$ cat src/rtl/sha_pkg.sv
// shared constants, types and round functions for the sha-256 stream hasher
package sha_pkg;

	localparam int unsigned QDepth = 4;
	localparam int unsigned QAw = 2;

	typedef enum logic [0:0] {
		KIND_DATA = 1'b0,
		KIND_FINISH = 1'b1
	} kind_t;

	// item passed from the front part to the back part
	typedef struct packed {
		kind_t kind;
		logic [7:0] data_byte;
	} item_t;

	typedef enum logic [5:0] {
		ST_LOAD = 6'b000001,
		ST_PAD = 6'b000010,
		ST_ROUND = 6'b000100,
		ST_ADD = 6'b001000,
		ST_EMIT = 6'b010000,
		ST_DONE = 6'b100000
	} state_t;

	localparam logic [31:0] K [64] = '{
		32'h428a2f98, 32'h71374491, 32'hb5c0fbcf, 32'he9b5dba5,
		32'h3956c25b, 32'h59f111f1, 32'h923f82a4, 32'hab1c5ed5,
		32'hd807aa98, 32'h12835b01, 32'h243185be, 32'h550c7dc3,
		32'h72be5d74, 32'h80deb1fe, 32'h9bdc06a7, 32'hc19bf174,
		32'he49b69c1, 32'hefbe4786, 32'h0fc19dc6, 32'h240ca1cc,
		32'h2de92c6f, 32'h4a7484aa, 32'h5cb0a9dc, 32'h76f988da,
		32'h983e5152, 32'ha831c66d, 32'hb00327c8, 32'hbf597fc7,
		32'hc6e00bf3, 32'hd5a79147, 32'h06ca6351, 32'h14292967,
		32'h27b70a85, 32'h2e1b2138, 32'h4d2c6dfc, 32'h53380d13,
		32'h650a7354, 32'h766a0abb, 32'h81c2c92e, 32'h92722c85,
		32'ha2bfe8a1, 32'ha81a664b, 32'hc24b8b70, 32'hc76c51a3,
		32'hd192e819, 32'hd6990624, 32'hf40e3585, 32'h106aa070,
		32'h19a4c116, 32'h1e376c08, 32'h2748774c, 32'h34b0bcb5,
		32'h391c0cb3, 32'h4ed8aa4a, 32'h5b9cca4f, 32'h682e6ff3,
		32'h748f82ee, 32'h78a5636f, 32'h84c87814, 32'h8cc70208,
		32'h90befffa, 32'ha4506ceb, 32'hbef9a3f7, 32'hc67178f2
	};

	localparam logic [31:0] H0 [8] = '{
		32'h6a09e667, 32'hbb67ae85, 32'h3c6ef372, 32'ha54ff53a,
		32'h510e527f, 32'h9b05688c, 32'h1f83d9ab, 32'h5be0cd19
	};

	function automatic logic [31:0] rotr(input logic [31:0] x, input int unsigned n);
		rotr = (x >> n) | (x << (32 - n));
	endfunction

	function automatic logic [31:0] ssig0(input logic [31:0] x);
		ssig0 = rotr(x, 7) ^ rotr(x, 18) ^ (x >> 3);
	endfunction

	function automatic logic [31:0] ssig1(input logic [31:0] x);
		ssig1 = rotr(x, 17) ^ rotr(x, 19) ^ (x >> 10);
	endfunction

	function automatic logic [31:0] bsig0(input logic [31:0] x);
		bsig0 = rotr(x, 2) ^ rotr(x, 13) ^ rotr(x, 22);
	endfunction

	function automatic logic [31:0] bsig1(input logic [31:0] x);
		bsig1 = rotr(x, 6) ^ rotr(x, 11) ^ rotr(x, 25);
	endfunction

endpackage

$ cat src/rtl/sha256_stream_hasher_top.sv
// top level of the sha-256 stream hasher
// every 64th data byte starts compression of the block (64 rounds)
// byte loading pauses while the single shared round unit compresses a block
// finish: padding and compression of one or two blocks, then eight digest items
// a 4-entry queue parts the input stage from the hashing core
// arst_n clears all control state and loads the initial hash values
module sha256_stream_hasher_top (
	input logic clk,
	input logic arst_n,
	input logic in_valid,
	output logic in_ready,
	input logic kind,
	input logic [7:0] data_byte,
	output logic out_valid,
	input logic out_ready,
	output logic [31:0] digest_word,
	output logic [2:0] word_index,
	output logic last_word
);
	logic f_valid;
	logic f_ready;
	sha_pkg::item_t f_item;
	logic c_valid;
	logic c_ready;
	sha_pkg::item_t c_item;

	sha_front u_front (
		.clk(clk), .arst_n(arst_n), .valid(in_valid), .ready(in_ready),
		.kind(kind), .data_byte(data_byte),
		.q_valid(f_valid), .q_ready(f_ready), .q_item(f_item)
	);

	sha_queue u_queue (
		.clk(clk), .arst_n(arst_n), .in_valid(f_valid), .in_ready(f_ready),
		.in_item(f_item), .out_valid(c_valid), .out_ready(c_ready), .out_item(c_item)
	);

	sha_core u_core (
		.clk(clk), .arst_n(arst_n), .q_valid(c_valid), .q_ready(c_ready),
		.q_item(c_item), .out_valid(out_valid), .out_ready(out_ready),
		.digest_word(digest_word), .word_index(word_index), .last_word(last_word)
	);
endmodule

$ cat src/rtl/sha_queue.sv
// short item queue between the front part and the back part
module sha_queue (
	input logic clk,
	input logic arst_n,
	input logic in_valid,
	output logic in_ready,
	input sha_pkg::item_t in_item,
	output logic out_valid,
	input logic out_ready,
	output sha_pkg::item_t out_item
);
	sha_pkg::item_t mem_q [sha_pkg::QDepth];
	logic [sha_pkg::QAw-1:0] wr_q;
	logic [sha_pkg::QAw-1:0] rd_q;
	logic [sha_pkg::QAw:0] cnt_q;
	logic push;
	logic pop;

	assign in_ready = (cnt_q != 3'(sha_pkg::QDepth));
	assign out_valid = (cnt_q != '0);
	assign out_item = mem_q[rd_q];
	assign push = in_valid && in_ready;
	assign pop = out_valid && out_ready;

	always_ff @(posedge clk) begin
		if (push) begin
			mem_q[wr_q] <= in_item;
		end
	end

	always_ff @(posedge clk or negedge arst_n) begin
		if (!arst_n) begin
			wr_q <= '0;
			rd_q <= '0;
			cnt_q <= '0;
		end else begin
			if (push) begin
				wr_q <= wr_q + 1'b1;
			end
			if (pop) begin
				rd_q <= rd_q + 1'b1;
			end
			cnt_q <= cnt_q + {2'b0, push} - {2'b0, pop};
		end
	end
endmodule

$ cat src/rtl/sha_front.sv
// input stage: registers and classifies incoming items
module sha_front (
	input logic clk,
	input logic arst_n,
	input logic valid,
	output logic ready,
	input logic kind,
	input logic [7:0] data_byte,
	output logic q_valid,
	input logic q_ready,
	output sha_pkg::item_t q_item
);
	logic full_q;
	sha_pkg::item_t item_q;

	assign ready = !full_q || q_ready;
	assign q_valid = full_q;
	assign q_item = item_q;

	always_ff @(posedge clk) begin
		if (valid && ready) begin
			item_q.kind <= sha_pkg::kind_t'(kind);
			// data byte is don't-care on finish
			item_q.data_byte <= (kind == sha_pkg::KIND_FINISH) ? 8'h00 : data_byte;
		end
	end

	always_ff @(posedge clk or negedge arst_n) begin
		if (!arst_n) begin
			full_q <= 1'b0;
		end else if (ready) begin
			full_q <= valid;
		end
	end
endmodule

$ cat src/rtl/sha_core.sv
// back part: block buffer, padding, 64-round compression and digest output
module sha_core (
	input logic clk,
	input logic arst_n,
	input logic q_valid,
	output logic q_ready,
	input sha_pkg::item_t q_item,
	output logic out_valid,
	input logic out_ready,
	output logic [31:0] digest_word,
	output logic [2:0] word_index,
	output logic last_word
);
	sha_pkg::state_t state_q;
	logic [31:0] h_q [8];
	logic [31:0] v_q [8];
	logic [31:0] w_q [16];
	logic [5:0] fill_q;
	logic [63:0] bits_q;
	logic [5:0] rnd_q;
	logic fin_q;
	logic second_q;
	logic [63:0] total_q;
	logic [2:0] idx_q;
	logic [31:0] wnew;
	logic [31:0] wcur;
	logic [31:0] t1;
	logic [31:0] t2;
	logic [31:0] e;
	logic [31:0] a;
	logic [5:0] bi;

	assign q_ready = (state_q == sha_pkg::ST_LOAD);
	assign out_valid = (state_q == sha_pkg::ST_EMIT);
	assign digest_word = h_q[idx_q];
	assign word_index = idx_q;
	assign last_word = (idx_q == 3'd7);

	assign wcur = w_q[0];
	assign wnew = sha_pkg::ssig1(w_q[14]) + w_q[9] + sha_pkg::ssig0(w_q[1]) + w_q[0];
	assign e = v_q[4];
	assign a = v_q[0];
	assign t1 = v_q[7] + sha_pkg::bsig1(e) + ((e & v_q[5]) ^ (~e & v_q[6]))
		+ sha_pkg::K[rnd_q] + wcur;
	assign t2 = sha_pkg::bsig0(a) + ((a & v_q[1]) ^ (a & v_q[2]) ^ (v_q[1] & v_q[2]));
	assign bi = fill_q;

	// write one byte into the 16-word schedule window, big-endian
	function automatic logic [31:0] put_byte(input logic [31:0] w, input logic [1:0] p,
		input logic [7:0] b);
		logic [31:0] r;
		r = w;
		r[8*(3-p) +: 8] = b;
		return r;
	endfunction

	always_ff @(posedge clk) begin
		unique case (state_q)
			sha_pkg::ST_LOAD: begin
				if (q_valid && q_item.kind == sha_pkg::KIND_DATA) begin
					w_q[bi[5:2]] <= put_byte(w_q[bi[5:2]], bi[1:0], q_item.data_byte);
					if (bi == 6'd63) begin
						for (int i = 0; i < 8; i++) v_q[i] <= h_q[i];
					end
				end else if (q_valid) begin
					total_q <= bits_q + {55'd0, bi, 3'd0};
					w_q[bi[5:2]] <= put_byte(w_q[bi[5:2]], bi[1:0], 8'h80);
				end
			end
			sha_pkg::ST_PAD: begin
				// zero the bytes after the 0x80 marker; place the length when this block has room for it
				for (int j = 0; j < 16; j++) begin
					for (int b = 0; b < 4; b++) begin
						if (6'(4*j+b) > bi) begin
							w_q[j][8*(3-b) +: 8] <= 8'h00;
						end
					end
				end
				if (second_q || bi < 6'd56) begin
					w_q[14] <= total_q[63:32];
					w_q[15] <= total_q[31:0];
				end
				for (int i = 0; i < 8; i++) v_q[i] <= h_q[i];
			end
			sha_pkg::ST_ROUND: begin
				for (int i = 0; i < 15; i++) w_q[i] <= w_q[i+1];
				w_q[15] <= wnew;
				v_q[7] <= v_q[6];
				v_q[6] <= v_q[5];
				v_q[5] <= v_q[4];
				v_q[4] <= v_q[3] + t1;
				v_q[3] <= v_q[2];
				v_q[2] <= v_q[1];
				v_q[1] <= v_q[0];
				v_q[0] <= t1 + t2;
			end
			sha_pkg::ST_DONE: begin
				// clear byte 0 of the extra padding block
				w_q[0][31:24] <= 8'h00;
			end
			default: begin
			end
		endcase
	end

	always_ff @(posedge clk or negedge arst_n) begin
		if (!arst_n) begin
			state_q <= sha_pkg::ST_LOAD;
			for (int i = 0; i < 8; i++) h_q[i] <= sha_pkg::H0[i];
			fill_q <= '0;
			bits_q <= '0;
			rnd_q <= '0;
			fin_q <= 1'b0;
			second_q <= 1'b0;
			idx_q <= '0;
		end else begin
			unique case (state_q)
				sha_pkg::ST_LOAD: begin
					if (q_valid && q_item.kind == sha_pkg::KIND_DATA) begin
						fill_q <= fill_q + 1'b1;
						if (fill_q == 6'd63) begin
							fin_q <= 1'b0;
							rnd_q <= '0;
							state_q <= sha_pkg::ST_ROUND;
						end
					end else if (q_valid) begin
						fin_q <= 1'b1;
						second_q <= 1'b0;
						state_q <= sha_pkg::ST_PAD;
					end
				end
				sha_pkg::ST_PAD: begin
					rnd_q <= '0;
					state_q <= sha_pkg::ST_ROUND;
				end
				sha_pkg::ST_ROUND: begin
					rnd_q <= rnd_q + 1'b1;
					if (rnd_q == 6'd63) begin
						state_q <= sha_pkg::ST_ADD;
					end
				end
				sha_pkg::ST_ADD: begin
					for (int i = 0; i < 8; i++) h_q[i] <= h_q[i] + v_q[i];
					if (!fin_q) begin
						bits_q <= bits_q + 64'd512;
						state_q <= sha_pkg::ST_LOAD;
					end else if (!second_q && fill_q >= 6'd56) begin
						// marker left no room for the length: one more block of zeros
						second_q <= 1'b1;
						fill_q <= '0;
						state_q <= sha_pkg::ST_DONE;
					end else begin
						idx_q <= '0;
						state_q <= sha_pkg::ST_EMIT;
					end
				end
				sha_pkg::ST_DONE: begin
					// fill_q is zero here; pad clears bytes above 0, byte 0 cleared in the datapath
					state_q <= sha_pkg::ST_PAD;
				end
				sha_pkg::ST_EMIT: begin
					if (out_ready) begin
						idx_q <= idx_q + 1'b1;
						if (idx_q == 3'd7) begin
							for (int i = 0; i < 8; i++) h_q[i] <= sha_pkg::H0[i];
							fill_q <= '0;
							bits_q <= '0;
							fin_q <= 1'b0;
							second_q <= 1'b0;
							state_q <= sha_pkg::ST_LOAD;
						end
					end
				end
				default: state_q <= sha_pkg::ST_LOAD;
			endcase
		end
	end
endmodule

$ cat config.mk
export PLATFORM = sky130hd
export DESIGN_NAME = sha256_stream_hasher_top
export DESIGN_NICKNAME = d
export VERILOG_FILES = /design/src/rtl/sha_pkg.sv /design/src/rtl/sha256_stream_hasher_top.sv /design/src/rtl/sha_queue.sv /design/src/rtl/sha_front.sv /design/src/rtl/sha_core.sv
export SDC_FILE = /design/constraint.sdc
export NUM_CORES = 2
export LEC_CHECK = 0
export ABC_CLOCK_PERIOD_IN_PS = 11700
export BUFFER_PORTS_ARGS = -buffer_cell sky130_fd_sc_hd__buf_2
export CORE_ASPECT_RATIO = 1.5
export CORE_MARGIN = 2
export CORE_UTILIZATION = 60
export CTS_CLUSTER_SIZE = 10
export DETAILED_ROUTE_END_ITERATION = 10
export PLACE_DENSITY = 0.76
export SETUP_SLACK_MARGIN = 0.1
export SYNTH_ARGS = -nofsm -noshare
export SYNTH_HDL_FRONTEND = slang
export SYNTH_SLANG_ARGS = --single-unit
$ cat constraint.sdc
create_clock -name clk -period 11.7 [get_ports clk]
set_input_delay 1.17 -clock clk [delete_from_list [all_inputs] [get_ports clk]]
set_output_delay 1.17 -clock clk [all_outputs]
set_load 0.02 [all_outputs]
# Word-level counts from Yosys, hierarchy flattened
# Memories as Yosys holds them, arrays and structs flattened.
# Cells that the tools add are included.
# totals
regBits,424
ram_bits,804
romBits,2048
inputBits,13
wordCells,648
n_memories,4
# memory_table
memory,depth,width,read_ports,rd_ports_with_merged_regs,wr,line,text
(no name shown),64,32,1,0,0,sha_core.sv:44,+ sha_pkg::K[rnd_q] + wcur;
u_core.w_q,16,32,17,0,16,sha_core.sv:17,logic [31:0] w_q [16];
u_core.v_q,8,32,8,0,8,sha_core.sv:16,logic [31:0] v_q [8];
u_queue.mem_q,4,9,1,0,1,sha_queue.sv:12,sha_pkg::item_t mem_q [sha_pkg::QDepth];
# classes
n_addsub,29
order_cmp,68
eq_ne,23
shift,3
muxes,354
n_bitwise,121
reduce_logical,24
# op_table
cell,n
32-bit two-way mux,22
8-bit two-way mux,73
32-bit adder,18
256-bit two-way mux,2
256-bit case mux with 2 select lines,1
32-bit XOR,9
1-bit two-way mux,223
"6-bit > comparator, first input constant",32
64-bit two-way mux,3
32-bit AND,5
64-bit case mux with 2 select lines,1
32-bit binary-select mux with 3-bit select,1
"5-bit by 6-bit > comparator with 1-bit output, first input constant",16
6-bit two-way mux,15
1-bit OR,90
"64-bit by 10-bit adder with 64-bit output, second input constant",1
64-bit by 9-bit adder with 64-bit output,1
32-bit bitwise mux,2
"4-bit by 6-bit > comparator with 1-bit output, first input constant",8
6-bit case mux with 3 select lines,2
6-bit case mux with 6 select lines,1
32-bit negator with 34-bit output,1
"8-bit by 34-bit variable shift with 32-bit output, first input constant",1
8-bit by 34-bit indexed part select with 32-bit output,1
57 further kinds,93

# Longest topological paths before layout
# An unclocked memory read counts as a cell.
# depth
depth_word,10
ltp_mapped,42
ltp_nobuf,40

# Modules after synthesis
# Synthesis repeated with hierarchy kept, for this count alone.
# hier_totals
hier_cells,8762
area_unflattened_um2,83426.3
# by_module_without_submodules
module,instances,cells_each,area_per_inst_um2
sha_core,1,8653,81276.7
sha_queue,1,88,1775.5
sha_front,1,21,374.1

# Worst setup path after synthesis
# Ideal clock, no wire load.
# synth_timing
path_type,reg-to-reg
startpoint,reg u_core.rnd_q[1]
endpoint,mem u_core.v_q[0][31] (data pin)
arrival_ps,8549
required_ps,11431
path_slack_ps,2882
path_stages_with_launch,36
cell_sequence,dfrtp_1 -> clkbuf_1 -> inv_1 -> ha_1 -> clkbuf_1 -> nor2b_1 -> o311a_1 -> nor3_1 -> a21oi_1 -> fa_1 -> inv_1 -> fa_1 -> fa_1 -> inv_1 -> ha_1 -> fa_1 -> a211oi_1 -> o21a_1 -> o31ai_1 -> a2111oi_2 -> o22ai_2 -> o21ai_0 -> nand2b_1 -> a21o_1 -> a21oi_1 -> xnor2_1 -> fa_1 -> ha_1 -> or2_2 -> a2111oi_2 -> o21bai_1 -> o311ai_1 -> a31oi_1 -> xnor2_1 -> xnor2_1 -> o21ai_0
# synth_lines
item,line,text
"start, declared",sha_core.sv:20,logic [5:0] rnd_q;
"start signal, assigned",sha_core.sv:137,rnd_q <= rnd_q + 1'b1;
"end, declared",sha_core.sv:16,

==> results.md <==
- Kind of critical path: reg -> reg
- DR WL met2: between 150000 and 200000 µm
- Fmax: 93.18 MHz
- Seq cells post-synth: 1216
- Highest metal used: met5
- Layout cell share with drive strength beyond 1: 9.587%
- Post-synthesis mux area share: 7.068%
- Remaining global-route overflow: 0
- DPL Wire Length: 242200 µm
- Die area: 0.1421 mm²
- Pin count of the biggest net entering global routing: between 200 and 250
- CTS tree: done
- Max-cap violations: 0
- Synth cell types: roughly 100
- Syn_nets: 9353
- I/O pin cnt: 51
- Startpoint Class: flip-flop
- Port Buffer Count: 50
- CP dominant cell by count: fa_1
- Syn Std Cell Area: 0.08345 mm²
- Post-CTS Setup Inserts: 0
- DRT Pass-1 Iters: 9
- Die width: 308.5 µm
- Iter 0 DRT Violations: 7839
- Skew-Pair Late Insertion Delay: between 0.8 and 0.9 ns
- Worst Path Required: around 12 ns
- Unrepaired setup endpoints after global routing: no
- Clk buf depth: 3
- Period utilization: roughly nine tenths
- Hold Path Class: in -> async
- Antenna violations before repair: 5
- Routed length on met1: 101400 µm
- Met3 wire len: roughly 29000 µm
- Global placement routability congestion: 1.068
- Synth top area share: 24.83%
- CTS Root Cell: clkbuf_16
- Post-CTS sizing: 0
- Core area: 0.1381 mm²
- Clk slew on worst S/H paths: 0.06 ns
- Crit-path max cell delay: 0.70 ns
- Via count: 71810
- Gr usage total: roughly 46%
- Num rows: 167
- Reg2reg setup slack: about 0.97 ns
- Final Max Tran Viols: 0
- First-pass GRT wire length: 474100 µm
- Area share of and/or/nand/nor cells after synthesis: between 10% and 20%
- Top fanout value on the critical path: 18
- Gate Count Post-Synth: slightly below 9000
- Routed WL per cell: 31.33 µm
- Slew headroom: ~4.4%
- Async S/R FF share, synth: 28.13%
- Die span in y: between 400 and 500 µm
- Register area share after synthesis: 39.70%
- Status: finished, final reports clean
- Synth area leaders: edfxtp_1 (25%), nand2_1 (6.5%), mux4_2 (6.4%), dfrtp_1 (6.1%), ha_1 (6.0%)
- Bufs and invs on worst path: 3
- Num CTS Buffers: 143
- Post-route minimum period: 10.73 ns
- Initial Util: around three fifths
- Worst Clk Skew: between 0.05 and 0.06 ns
- Xor-xnor portion of the synthesized cell area: around 6.4%
- Via count of the first global-routing pass: 71110
- Syn Area/Cell: 9.547 µm²
- CTS Hold Bufs: 0
- Routed WL: 328300 µm
- Post-synthesis adder-cell area fraction: 11.01%
- Final Hold Viols: 0
- CP Capture Type: flip-flop
- Setup_tns: 0 ns
- Final setup viols: 0
- Synth warn: 0
- Area leader, netlist: edfxtp_1
- Drt drc: 0
- Post-synth EDFFs: 690
- CP max stage cell: dfrtp_1
- Complex-gate fraction of the synthesized area: 17.46%
- TritonCTS Sinks: 1216
- CP arrival: 11.27 ns
- Main combinational cell family by area after synthesis: compound AO/OA/AOI/OAI gates
- CP delay by family, top: compound AO/OA/AOI/OAI gates
- Worst-margin pin slew: approximately 1.4 ns
- Final net count: around 9000
- Final ANT Viol Nets: 0
- Vias/cell: ~7
- Synth Flop Type: edfxtp_1
- Area grow syn2layout: 7.171%
- CTS H-tree depth: 4
## final timing paths
kind / startpoint / endpoint / depth (start not counted)
max: u_core.rnd_q[0] / u_core.v_q[0][31] / 35
min: arst_n / u_core.bits_q[53] / 1
max reg2reg: u_core.rnd_q[0] / u_core.v_q[0][31] / 35
min reg2reg: u_core.w_q[8][6] / u_core.w_q[8][6] / 2
max in group asynchronous: arst_n / u_core.word_index[1] / 3
min in group clk: u_core.w_q[8][6] / u_core.w_q[8][6] / 2
## cell usage in the layout, fill, tap and decap left out, types with 58 or more instances in the layout
cell type / count
a211oi_1: 142
a21o_1: 156
a21oi_1: 687
a22o_1: 148
a31oi_1: 59
buf_4: 117
clkbuf_1: 96
clkbuf_16: 144
dfrtp_1: 197
dfstp_2: 137
dfxtp_1: 184
edfxtp_1: 690
fa_1: 196
ha_1: 403
inv_1: 301
mux4_2: 236
nand2_1: 1437
nand2b_1: 91
nand3_1: 160
nor2_1: 671
nor3_1: 156
o211ai_1: 94
o21a_1: 58
o21ai_0: 636
xnor2_1: 393
xor2_1: 219
## layout make-up
type,instances,area [µm²]
clock inverters,21,397.9
diodes,4,10.01
repair buffers,173,1259
clock buffers,245,4033
flip-flops and latches,1216,33160
fillers,11070,48680
multi-input cells,6652,47090
inverters,309,1169
well taps,1859,2326
## flip-flops by register name (all words and copies together), names as in the netlist, 2 cells and up
register / cells
u_core.bi: 6
u_front.q_item: 9
u_core.state_q: 6
u_core.total_q: 61
u_core.v_q: 256
u_queue.rd_q: 2
u_queue.wr_q: 2
u_queue.cnt_q: 3
u_core.w_q: 512
u_core.bits_q: 55
u_core.word_index: 3
u_queue.mem_q: 36
u_core.rnd_q: 6
u_core.h_q: 256
## synthesized netlist by cell type, types with 91 or more instances
library cell and number:
a22o_1 148, nor2_1 674, a21o_1 156, nand2b_1 91, o211ai_1 94, nor3_1 156, a211oi_1 142, mux4_2 236
edfxtp_1 690, fa_1 196, inv_1 304, dfstp_2 137, xnor2_1 393, clkbuf_1 455, dfxtp_1 184, nand3_1 163
a21oi_1 689, o21ai_0 638, xor2_1 219, nand2_1 1439, ha_1 403, dfrtp_1 205
## through the flow
| stage | hold WS [ns] | setup slack (ns) | area [µm²] | util, % | cells |
|---|---|---|---|---|---|
| 4_1_cts | 0.3243 | 1.095 | 89420 | 64.75 | 10480 |
| 5_1_grt | 0.3343 | 0.3759 | 89430 | 64.75 | 10480 |
| 2_1_floorplan | 0.4423 | 2.882 | 83450 | - | 8741 |
| 6_report | 0.2490 | 0.9680 | 89430 | 64.75 | 10480 |
| 3_3_place_gp | 0.4528 | 1.269 | 84990 | 61.54 | 10210 |
| 3_5_place_dp | 0.4623 | 1.088 | 84990 | 61.54 | 10210 |
## cell families (layout without fill, tap and decap cells)
| logic type | Yosys count | count (layout) |
|---|---|---|
| compound gates | 2327 | 2327 |
| xor+xnor | 612 | 612 |
| fa+ha+maj | 621 | 621 |
| buf+inv | 873 | 748 |
| flops | 1216 | 1216 |
| mux | 291 | 291 |
| other cells | 0 | 4 |
| simple gates | 2801 | 2801 |
## layer usage
| layer | up-vias | global-route usage, % |
|---|---|---|
| met4 | 2 | 50.18 |
| met3 | 1630 | 9.695 |
| met2 | 4485 | 74.96 |
| li1 | 30860 | - |
| met1 | 34840 | 47.11 |
| met5 | - | 0 |
## worst reg2reg max path, delay by kind of cell (launching register included)
kind / cells / cell delay [ns]
AO/OA/AOI/OAI: 16 / 4.00
AND/OR/NAND/NOR: 5 / 1.25
adder cells (fa/ha/maj): 8 / 3.49
buffers and inverters: 3 / 0.45
flip-flops: 1 / 0.70
XOR/XNOR: 3 / 0.55
Power is left out: the tool's default activity adds up to more than one toggle a clock period on the data nets, which glitch-free logic cannot reach.
